`src/rtl/core/md5sh_pkg.sv`:
```
package md5sh_pkg;

  typedef enum logic [2:0] {
    S_IDLE,
    S_PAD,
    S_RUN,
    S_FOLD,
    S_OUT
  } state_t;

  localparam logic [31:0] CHAIN_IV [4] = '{
    32'h67452301, 32'hefcdab89, 32'h98badcfe, 32'h10325476
  };

  localparam logic [31:0] ROUND_K [64] = '{
    32'hD76AA478, 32'hE8C7B756, 32'h242070DB, 32'hC1BDCEEE,
    32'hF57C0FAF, 32'h4787C62A, 32'hA8304613, 32'hFD469501,
    32'h698098D8, 32'h8B44F7AF, 32'hFFFF5BB1, 32'h895CD7BE,
    32'h6B901122, 32'hFD987193, 32'hA679438E, 32'h49B40821,
    32'hF61E2562, 32'hC040B340, 32'h265E5A51, 32'hE9B6C7AA,
    32'hD62F105D, 32'h02441453, 32'hD8A1E681, 32'hE7D3FBC8,
    32'h21E1CDE6, 32'hC33707D6, 32'hF4D50D87, 32'h455A14ED,
    32'hA9E3E905, 32'hFCEFA3F8, 32'h676F02D9, 32'h8D2A4C8A,
    32'hFFFA3942, 32'h8771F681, 32'h6D9D6122, 32'hFDE5380C,
    32'hA4BEEA44, 32'h4BDECFA9, 32'hF6BB4B60, 32'hBEBFBC70,
    32'h289B7EC6, 32'hEAA127FA, 32'hD4EF3085, 32'h04881D05,
    32'hD9D4D039, 32'hE6DB99E5, 32'h1FA27CF8, 32'hC4AC5665,
    32'hF4292244, 32'h432AFF97, 32'hAB9423A7, 32'hFC93A039,
    32'h655B59C3, 32'h8F0CCC92, 32'hFFEFF47D, 32'h85845DD1,
    32'h6FA87E4F, 32'hFE2CE6E0, 32'hA3014314, 32'h4E0811A1,
    32'hF7537E82, 32'hBD3AF235, 32'h2AD7D2BB, 32'hEB86D391
  };

  localparam logic [4:0] SHIFT_AMT [16] = '{
    5'd7, 5'd12, 5'd17, 5'd22,
    5'd5, 5'd9,  5'd14, 5'd20,
    5'd4, 5'd11, 5'd16, 5'd23,
    5'd6, 5'd10, 5'd15, 5'd21
  };

  localparam logic [7:0] PAD_BYTE   = 8'h80;
  localparam logic [5:0] LEN_POS    = 6'd56;
  localparam logic [5:0] LAST_POS   = 6'd63;
  localparam logic [6:0] RUN_END    = 7'd65;
  localparam logic [1:0] LAST_INDEX = 2'd3;

  function automatic logic [3:0] msg_index(input logic [5:0] r);
    logic [3:0] x;
    logic [3:0] res;
    x = r[3:0];
    case (r[5:4])
      2'd0:    res = x;
      2'd1:    res = 4'((x << 2) + x + 4'd1);
      2'd2:    res = 4'((x << 1) + x + 4'd5);
      default: res = 4'((x << 3) - x);
    endcase
    return res;
  endfunction

  function automatic logic [31:0] round_f(input logic [1:0] phase, input logic [31:0] b,
                                          input logic [31:0] c, input logic [31:0] d);
    logic [31:0] res;
    case (phase)
      2'd0:    res = d ^ (b & (c ^ d));
      2'd1:    res = c ^ (d & (b ^ c));
      2'd2:    res = b ^ c ^ d;
      default: res = c ^ (b | ~d);
    endcase
    return res;
  endfunction

  function automatic logic [31:0] rotl32(input logic [31:0] v, input logic [4:0] s);
    logic [63:0] w;
    w = {v, v} << s;
    return w[63:32];
  endfunction

endpackage

```
`src/rtl/core/md5_stream_hasher_core.sv`:
```
// channel | direction | payload                            | handshake
// in      | sink      | data_byte, byte_valid, is_last     | in_valid / in_stall
// out     | source    | digest_word, word_index, last_word | out_valid / out_stall
//
// A byte beat is merged into the current word; the beat that fills a 64-byte block
// starts the 64 rounds, one per cycle out of the 16-word block memory, then the fold.
// A last beat adds 16 - pos/4 padding writes and the rounds, a second padded block
// (16 writes plus rounds) if 56 or more bytes are pending, then four output beats.
// Reset loads the initial chaining words and clears the count; the block memory is
// not cleared. in_stall is high whenever a block or digest is in progress.
module md5_stream_hasher_core (
  input  logic        clk,
  input  logic        rst,
  input  logic        in_valid,
  output logic        in_stall,
  input  logic [7:0]  data_byte,
  input  logic        byte_valid,
  input  logic        is_last,
  output logic        out_valid,
  input  logic        out_stall,
  output logic [31:0] digest_word,
  output logic [1:0]  word_index,
  output logic        last_word
);
  import md5sh_pkg::*;

  state_t       state;
  state_t       state_next;
  logic [60:0]  count;
  logic [60:0]  count_next;
  logic [31:0]  chain [4];
  logic [31:0]  acc;
  logic [31:0]  acc_merged;
  logic [31:0]  head_word;
  logic [31:0]  pad_word;
  logic [63:0]  bit_len;
  logic [5:0]   pos;
  logic         in_fire;
  logic         pass2;
  logic         pad_due;
  logic         final_blk;
  logic         len_blk;
  logic [3:0]   pad_w;
  logic [6:0]   rc;
  logic [5:0]   r1;
  logic [5:0]   r2;
  logic [1:0]   out_idx;
  logic [31:0]  a;
  logic [31:0]  b;
  logic [31:0]  c;
  logic [31:0]  d;
  logic [31:0]  mk;
  logic [31:0]  t_sum;
  logic [31:0]  b_next;
  logic [31:0]  blk_mem [16];
  logic [31:0]  rdata;
  logic         mem_we;
  logic [3:0]   mem_waddr;
  logic [31:0]  mem_wdata;
  logic [3:0]   mem_raddr;

  assign pos        = count[5:0];
  assign in_fire    = in_valid && !in_stall;
  assign count_next = count + 61'd1;
  assign bit_len    = {count, 3'b000};
  assign len_blk    = pass2 || (pos < LEN_POS);
  assign r1         = rc[5:0] - 6'd1;
  assign r2         = rc[5:0] - 6'd2;

  always_comb begin
    acc_merged = acc;
    acc_merged[{pos[1:0], 3'b000} +: 8] = data_byte;
  end

  always_comb begin
    head_word = '0;
    for (int j = 0; j < 4; j++) begin
      if (2'(j) < pos[1:0]) begin
        head_word[j*8 +: 8] = acc[j*8 +: 8];
      end else if (2'(j) == pos[1:0]) begin
        head_word[j*8 +: 8] = PAD_BYTE;
      end
    end
  end

  always_comb begin
    if (!pass2 && pad_w == pos[5:2]) begin
      pad_word = head_word;
    end else if (len_blk && pad_w == 4'd14) begin
      pad_word = bit_len[31:0];
    end else if (len_blk && pad_w == 4'd15) begin
      pad_word = bit_len[63:32];
    end else begin
      pad_word = '0;
    end
  end

  assign t_sum  = a + round_f(r2[5:4], b, c, d) + mk;
  assign b_next = b + rotl32(t_sum, SHIFT_AMT[{r2[5:4], r2[1:0]}]);

  always_comb begin
    state_next = state;
    unique case (state)
      S_IDLE: begin
        if (in_fire) begin
          if (byte_valid && pos == LAST_POS) begin
            state_next = S_RUN;
          end else if (is_last) begin
            state_next = S_PAD;
          end
        end
      end
      S_PAD: begin
        if (pad_w == 4'd15) begin
          state_next = S_RUN;
        end
      end
      S_RUN: begin
        if (rc == RUN_END) begin
          state_next = S_FOLD;
        end
      end
      S_FOLD: begin
        if (final_blk) begin
          state_next = S_OUT;
        end else if (pad_due) begin
          state_next = S_PAD;
        end else begin
          state_next = S_IDLE;
        end
      end
      S_OUT: begin
        if (!out_stall && out_idx == LAST_INDEX) begin
          state_next = S_IDLE;
        end
      end
      default: state_next = S_IDLE;
    endcase
  end

  always_comb begin
    in_stall  = 1'b1;
    out_valid = 1'b0;
    mem_we    = 1'b0;
    mem_waddr = pos[5:2];
    mem_wdata = acc_merged;
    mem_raddr = msg_index(rc[5:0]);
    unique case (state)
      S_IDLE: begin
        in_stall = 1'b0;
        mem_we   = in_fire && byte_valid && pos[1:0] == 2'd3;
      end
      S_PAD: begin
        mem_we    = 1'b1;
        mem_waddr = pad_w;
        mem_wdata = pad_word;
      end
      S_OUT: begin
        out_valid = 1'b1;
      end
      default: begin
        in_stall = 1'b1;
      end
    endcase
  end

  assign digest_word = chain[out_idx];
  assign word_index  = out_idx;
  assign last_word   = out_idx == LAST_INDEX;

  always_ff @(posedge clk) begin
    if (mem_we) begin
      blk_mem[mem_waddr] <= mem_wdata;
    end
    rdata <= blk_mem[mem_raddr];
  end

  always_ff @(posedge clk) begin
    if (rst) begin
      state     <= S_IDLE;
      count     <= '0;
      chain     <= CHAIN_IV;
      pass2     <= 1'b0;
      pad_due   <= 1'b0;
      final_blk <= 1'b0;
      pad_w     <= '0;
      rc        <= '0;
      out_idx   <= '0;
    end else begin
      state <= state_next;
      unique case (state)
        S_IDLE: begin
          if (in_fire) begin
            if (byte_valid) begin
              count <= count_next;
              pad_w <= count_next[5:2];
            end else begin
              pad_w <= pos[5:2];
            end
            pad_due   <= is_last;
            final_blk <= 1'b0;
            pass2     <= 1'b0;
            rc        <= '0;
          end
        end
        S_PAD: begin
          pad_w <= pad_w + 4'd1;
          if (pad_w == 4'd15) begin
            final_blk <= len_blk;
            pad_due   <= !len_blk;
            pass2     <= !len_blk;
            rc        <= '0;
          end
        end
        S_RUN: begin
          rc <= rc + 7'd1;
        end
        S_FOLD: begin
          chain[0] <= chain[0] + a;
          chain[1] <= chain[1] + b;
          chain[2] <= chain[2] + c;
          chain[3] <= chain[3] + d;
          pad_w    <= '0;
          out_idx  <= '0;
        end
        S_OUT: begin
          if (!out_stall) begin
            out_idx <= out_idx + 2'd1;
            if (out_idx == LAST_INDEX) begin
              chain <= CHAIN_IV;
              count <= '0;
              pass2 <= 1'b0;
            end
          end
        end
        default: begin
          rc <= '0;
        end
      endcase
    end
  end

  always_ff @(posedge clk) begin
    if (state == S_IDLE && in_fire && byte_valid) begin
      acc <= acc_merged;
    end
    if (state == S_RUN) begin
      if (rc == 7'd0) begin
        a <= chain[0];
        b <= chain[1];
        c <= chain[2];
        d <= chain[3];
      end else if (rc >= 7'd2) begin
        a <= d;
        d <= c;
        c <= b;
        b <= b_next;
      end
      if (rc >= 7'd1 && rc <= 7'd64) begin
        mk <= rdata + ROUND_K[r1];
      end
    end
  end

endmodule

```
`config.mk`:
```
export PLATFORM = sky130hd
export DESIGN_NAME = md5_stream_hasher_core
export DESIGN_NICKNAME = d
export VERILOG_FILES = /design/src/rtl/core/md5sh_pkg.sv /design/src/rtl/core/md5_stream_hasher_core.sv
export SDC_FILE = /design/constraint.sdc
export NUM_CORES = 2
export LEC_CHECK = 0
export ABC_AREA = 1
export BUFFER_PORTS_ARGS = -buffer_cell sky130_fd_sc_hd__clkbuf_2
export CAP_MARGIN = 20
export CORE_ASPECT_RATIO = 1.25
export CORE_MARGIN = 2
export CORE_UTILIZATION = 35
export CTS_BUF_LIST = sky130_fd_sc_hd__clkbuf_8
export DETAILED_ROUTE_END_ITERATION = 6
export HOLD_SLACK_MARGIN = 0.12
export MAX_ROUTING_LAYER = met4
export PLACE_DENSITY = 0.49
export SLEW_MARGIN = 10
export SYNTH_ARGS = -nofsm -noshare
export SYNTH_HDL_FRONTEND = slang
export SYNTH_SLANG_ARGS = --single-unit
```
`constraint.sdc`:
```
create_clock -name clk -period 8.95 [get_ports clk]
set_clock_uncertainty 0.2 [all_clocks]
set_input_delay 0.4475 -clock clk [delete_from_list [all_inputs] [get_ports clk]]
set_output_delay 0.4475 -clock clk [all_outputs]
set_load 0.05 [all_outputs]
```
==> run_results.csv <==
group,metric,value,unit
outcome,outcome,"finished, final reports clean",
min_path,min_delay_path_depth,1,
setup_path,crit_start,"rc[3]",
clock_network,clk_latency,0.96,ns
synthesis,yosysTopAreaCellShare,36.43,%
clock_network,htree_levels,4,
min_path,hold_start,"count[33]",
power_and_ir_drop,p_clk_share,16.4,%
timing,hold_viol,0,
setup_path,arrival,8.74,ns
timing,finalSetupTns,0,ns
synthesis,netlist_instances,7149,
place,place_congestion,1.009,
setup_path,cp-start-kind,"flip-flop",
synthesis,ys_ff_latch,944,
setup_path,rr_worst_depth,46,
synthesis,syn_area,58020,sq um
floorplan,die_h,459.2,um
detailed_routing,drc,0,
layout,final_common_cell,"nand2_1",
power_and_ir_drop,pwr-share-seq,25.0,%
layout,instances_no_fill,9554,
layout,area_delta_synth_final,11.61,%
floorplan,fp-row-count,167,
power_and_ir_drop,swShare,50.48,%
run,cap_viol_max_count,0,
detailed_routing,vias_per_cell,5.614,
setup_path,path_max_fanout,27,
floorplan,die_w,368.2,um
detailed_routing,firstDrtPassIters,6,
floorplan,design.die.area,169100,sq um
global_route,gr-total-overflow,0,
setup_path,worst_ep_required_time,9.46,ns
timing,timing.final.crit_period,8.223,ns
synthesis,ys_types,70,
clock_network,cts_tree,"done",
setup_path,slowest_stage,"fa_1",
clock_network,clockBufferDepth,3,
synthesis,syn_area_per_cell,8.116,sq um
power_and_ir_drop,p_leak,25.66,nW
floorplan,io_pins,51,
clock_network,cts_sinks,944,
detailed_routing,vias,53635,
synthesis,synth-async-reset-ratio,0,%
place,portBuffers,50,
power_and_ir_drop,power.density,388.1,nW/um^2
synthesis,yosysTopAreaCell,"edfxtp_1",
clock_network,numCtsBuffers,166,
place,placed_cells,9218,
setup_path,critPathKind,"flip-flop to flip-flop",
global_route,grt_pass1_wl,356.6,mm
detailed_routing,drtAntennaViolNets,0,
synthesis,syn_nets,7461,
timing,relSlewSlack,26.67,%
clock_network,path_clk_slew,0.06,ns
layout,drive_above_1_share,7.784,%
place,placed_area,61190,sq um
synthesis,yosysWarnings,0,
setup_path,r2r_end,"b[20]",
power_and_ir_drop,max-vdd-ir-drop,259.1,uV
layout,fin_area,64760,sq um
timing,setup_viol,0,
floorplan,core_area,165300,sq um
min_path,min_to,"count[33]",
timing,finalMaxSlewViolations,0,
global_route,grt.total_usage,29.49,%
floorplan,start_util,35.11,%
timing,tightest_slew,1.095,ns
min_path,hold_class,"flip-flop to flip-flop",
layout,layout_common_cells,"1,242 x nand2_1, 874 x o21ai_0, 727 x inv_1",
detailed_routing,wirelength,247.3,mm
layout,fin_nets,7518,
timing,rsz0062_at_grt,"false",
global_route,grt_max_degree,89,
setup_path,r2r_slack,0.73,ns
clock_network,cts_root_buf,"clkbuf_8",
timing,fin_crit_sh,91.88,%
place,dp_hpwl,177.5,mm
timing,fmax,121.6,MHz
synthesis,netlist_top_cells_area,"edfxtp_1 36%, dfxtp_1 8.3%, nand2_1 8.1%",
setup_path,end_kind,"flip-flop",
synthesis,synthFlopType,"edfxtp_1",
setup_path,cpMostUsedCell,"nand2_1",
detailed_routing,wl_per_cell,25.88,um
synthesis,seq_area_frac_synth,44.72,%
detailed_routing,drt-initial-drc-count,4552,
power_and_ir_drop,p_int,12.45,mW
setup_path,rr_startpoint,"rc[3]",
global_route,grt_pass1_vias,52417,
setup_path,critPathMaxStageDelay,0.50,ns
power_and_ir_drop,net-switching-power,12.69,mW
synthesis,synth_edf_count,704,
global_route,antenna_found_initial,10,
power_and_ir_drop,p_comb_share,58.6,%
[layer usage]
metal | vias up | track usage [%] | part of all wire, %
met1 | 25898 | 32.26 | 38
li1 | 25268 | - | -
met2 | 1866 | 50.43 | 50
met5 | - | - | 0
met3 | 603 | 4.151 | 5.1
met4 | 0 | 18.53 | 7.3
[metrics by stage]
| step | hold WS, ns | setup slack, ns | power (mW) | utilization (%) |
|---|---|---|---|---|
| finish | 0.2481 | 0.7265 | 25.13 | 39.18 |
| detailed placement | 0.2448 | 0.5515 | 20.91 | 37.02 |
| CTS | 0.2199 | 0.5842 | 25.12 | 39.15 |
| global placement | 0.2432 | 0.5665 | 20.97 | 37.02 |
| floorplan | 0.2223 | 1.134 | 15.70 | - |
| global route | 0.2810 | 0.01057 | 26.91 | 39.18 |
[how the worst max path moves through the flow]
stage          slack [ns]  cells past startpoint  endpoint
6_report             0.73                     46     b[20]
3_5_place_dp         0.55                     42     b[20]
3_3_place_gp         0.57                     49     b[31]
5_1_grt              0.01                     52     b[22]
2_1_floorplan        1.13                     43     b[21]
4_1_cts              0.58                     41     b[28]
[synthesized netlist by cell type, types with 23 or more instances]
cell type,instances
nand4_1,40
xor2_1,73
o221ai_1,119
nor2_1,714
o21a_1,30
a21oi_1,521
o31ai_1,23
inv_1,672
fa_1,42
o211ai_1,55
or2_2,46
ha_1,256
nand2_1,1247
o22ai_1,123
dfxtp_1,240
xnor2_1,47
clkbuf_1,283
nor3_1,121
edfxtp_1,704
nand3_1,577
a21o_1,23
a31oi_1,43
o21ai_0,882
[logic make-up after synthesis]
kind of cell             after synthesis  synth area share [%]
AND/OR/NAND/NOR                     2820                 20.66
flip-flops                           944                 44.72
XOR/XNOR                             120                 1.811
buffers and inverters               1017                 6.668
adder cells (fa/ha/maj)              298                 6.970
AO/OA/AOI/OAI                       1950                 19.17
[cell type report]
class	count	area [sq um]
Multi-Input combinational cell	5188	28490
Clock buffer	185	2546
Sequential cell	944	25950
Inverter	690	2606
Tap cell	2197	2749
Timing Repair Buffer	216	1587
Clock inverter	125	810.8
Fill cell	16983	100500
Antenna cell	9	22.52
[critical path: cells and delay by family, from the launching register on]
family | cells | cell delay [ns]
buf+inv | 5 | 0.76
flops | 1 | 0.31
compound gates | 8 | 1.51
fa+ha+maj | 5 | 1.78
simple gates | 28 | 3.47
[power by group through the flow]
stage	combinational, mW	sequential [mW]	clock (mW)
2_1_floorplan	9.60	6.10	0
3_3_place_gp	14.6	6.37	0
3_5_place_dp	14.5	6.37	0
4_1_cts	14.6	6.29	4.23
5_1_grt	16.2	6.32	4.39
6_report	14.7	6.29	4.12
[what timing repair did]
item	in CTS	in global routing
setup buffers	0	0
endpoints found under the setup margin	0	10
resized for setup	0	6
hold buffers	16	0
hold endpoints to repair	341	0
[state kept, by name (all words and copies together), names as in the netlist, 3 cells and up]
register and count:
a 32, acc 32, b 32, blk_mem 512, c 32, chain 128, count 61, d 32
mk 32, pad_w 4, rc 7, rdata 32, state 3
No activity file was read; power rests on OpenSTA's default activity.
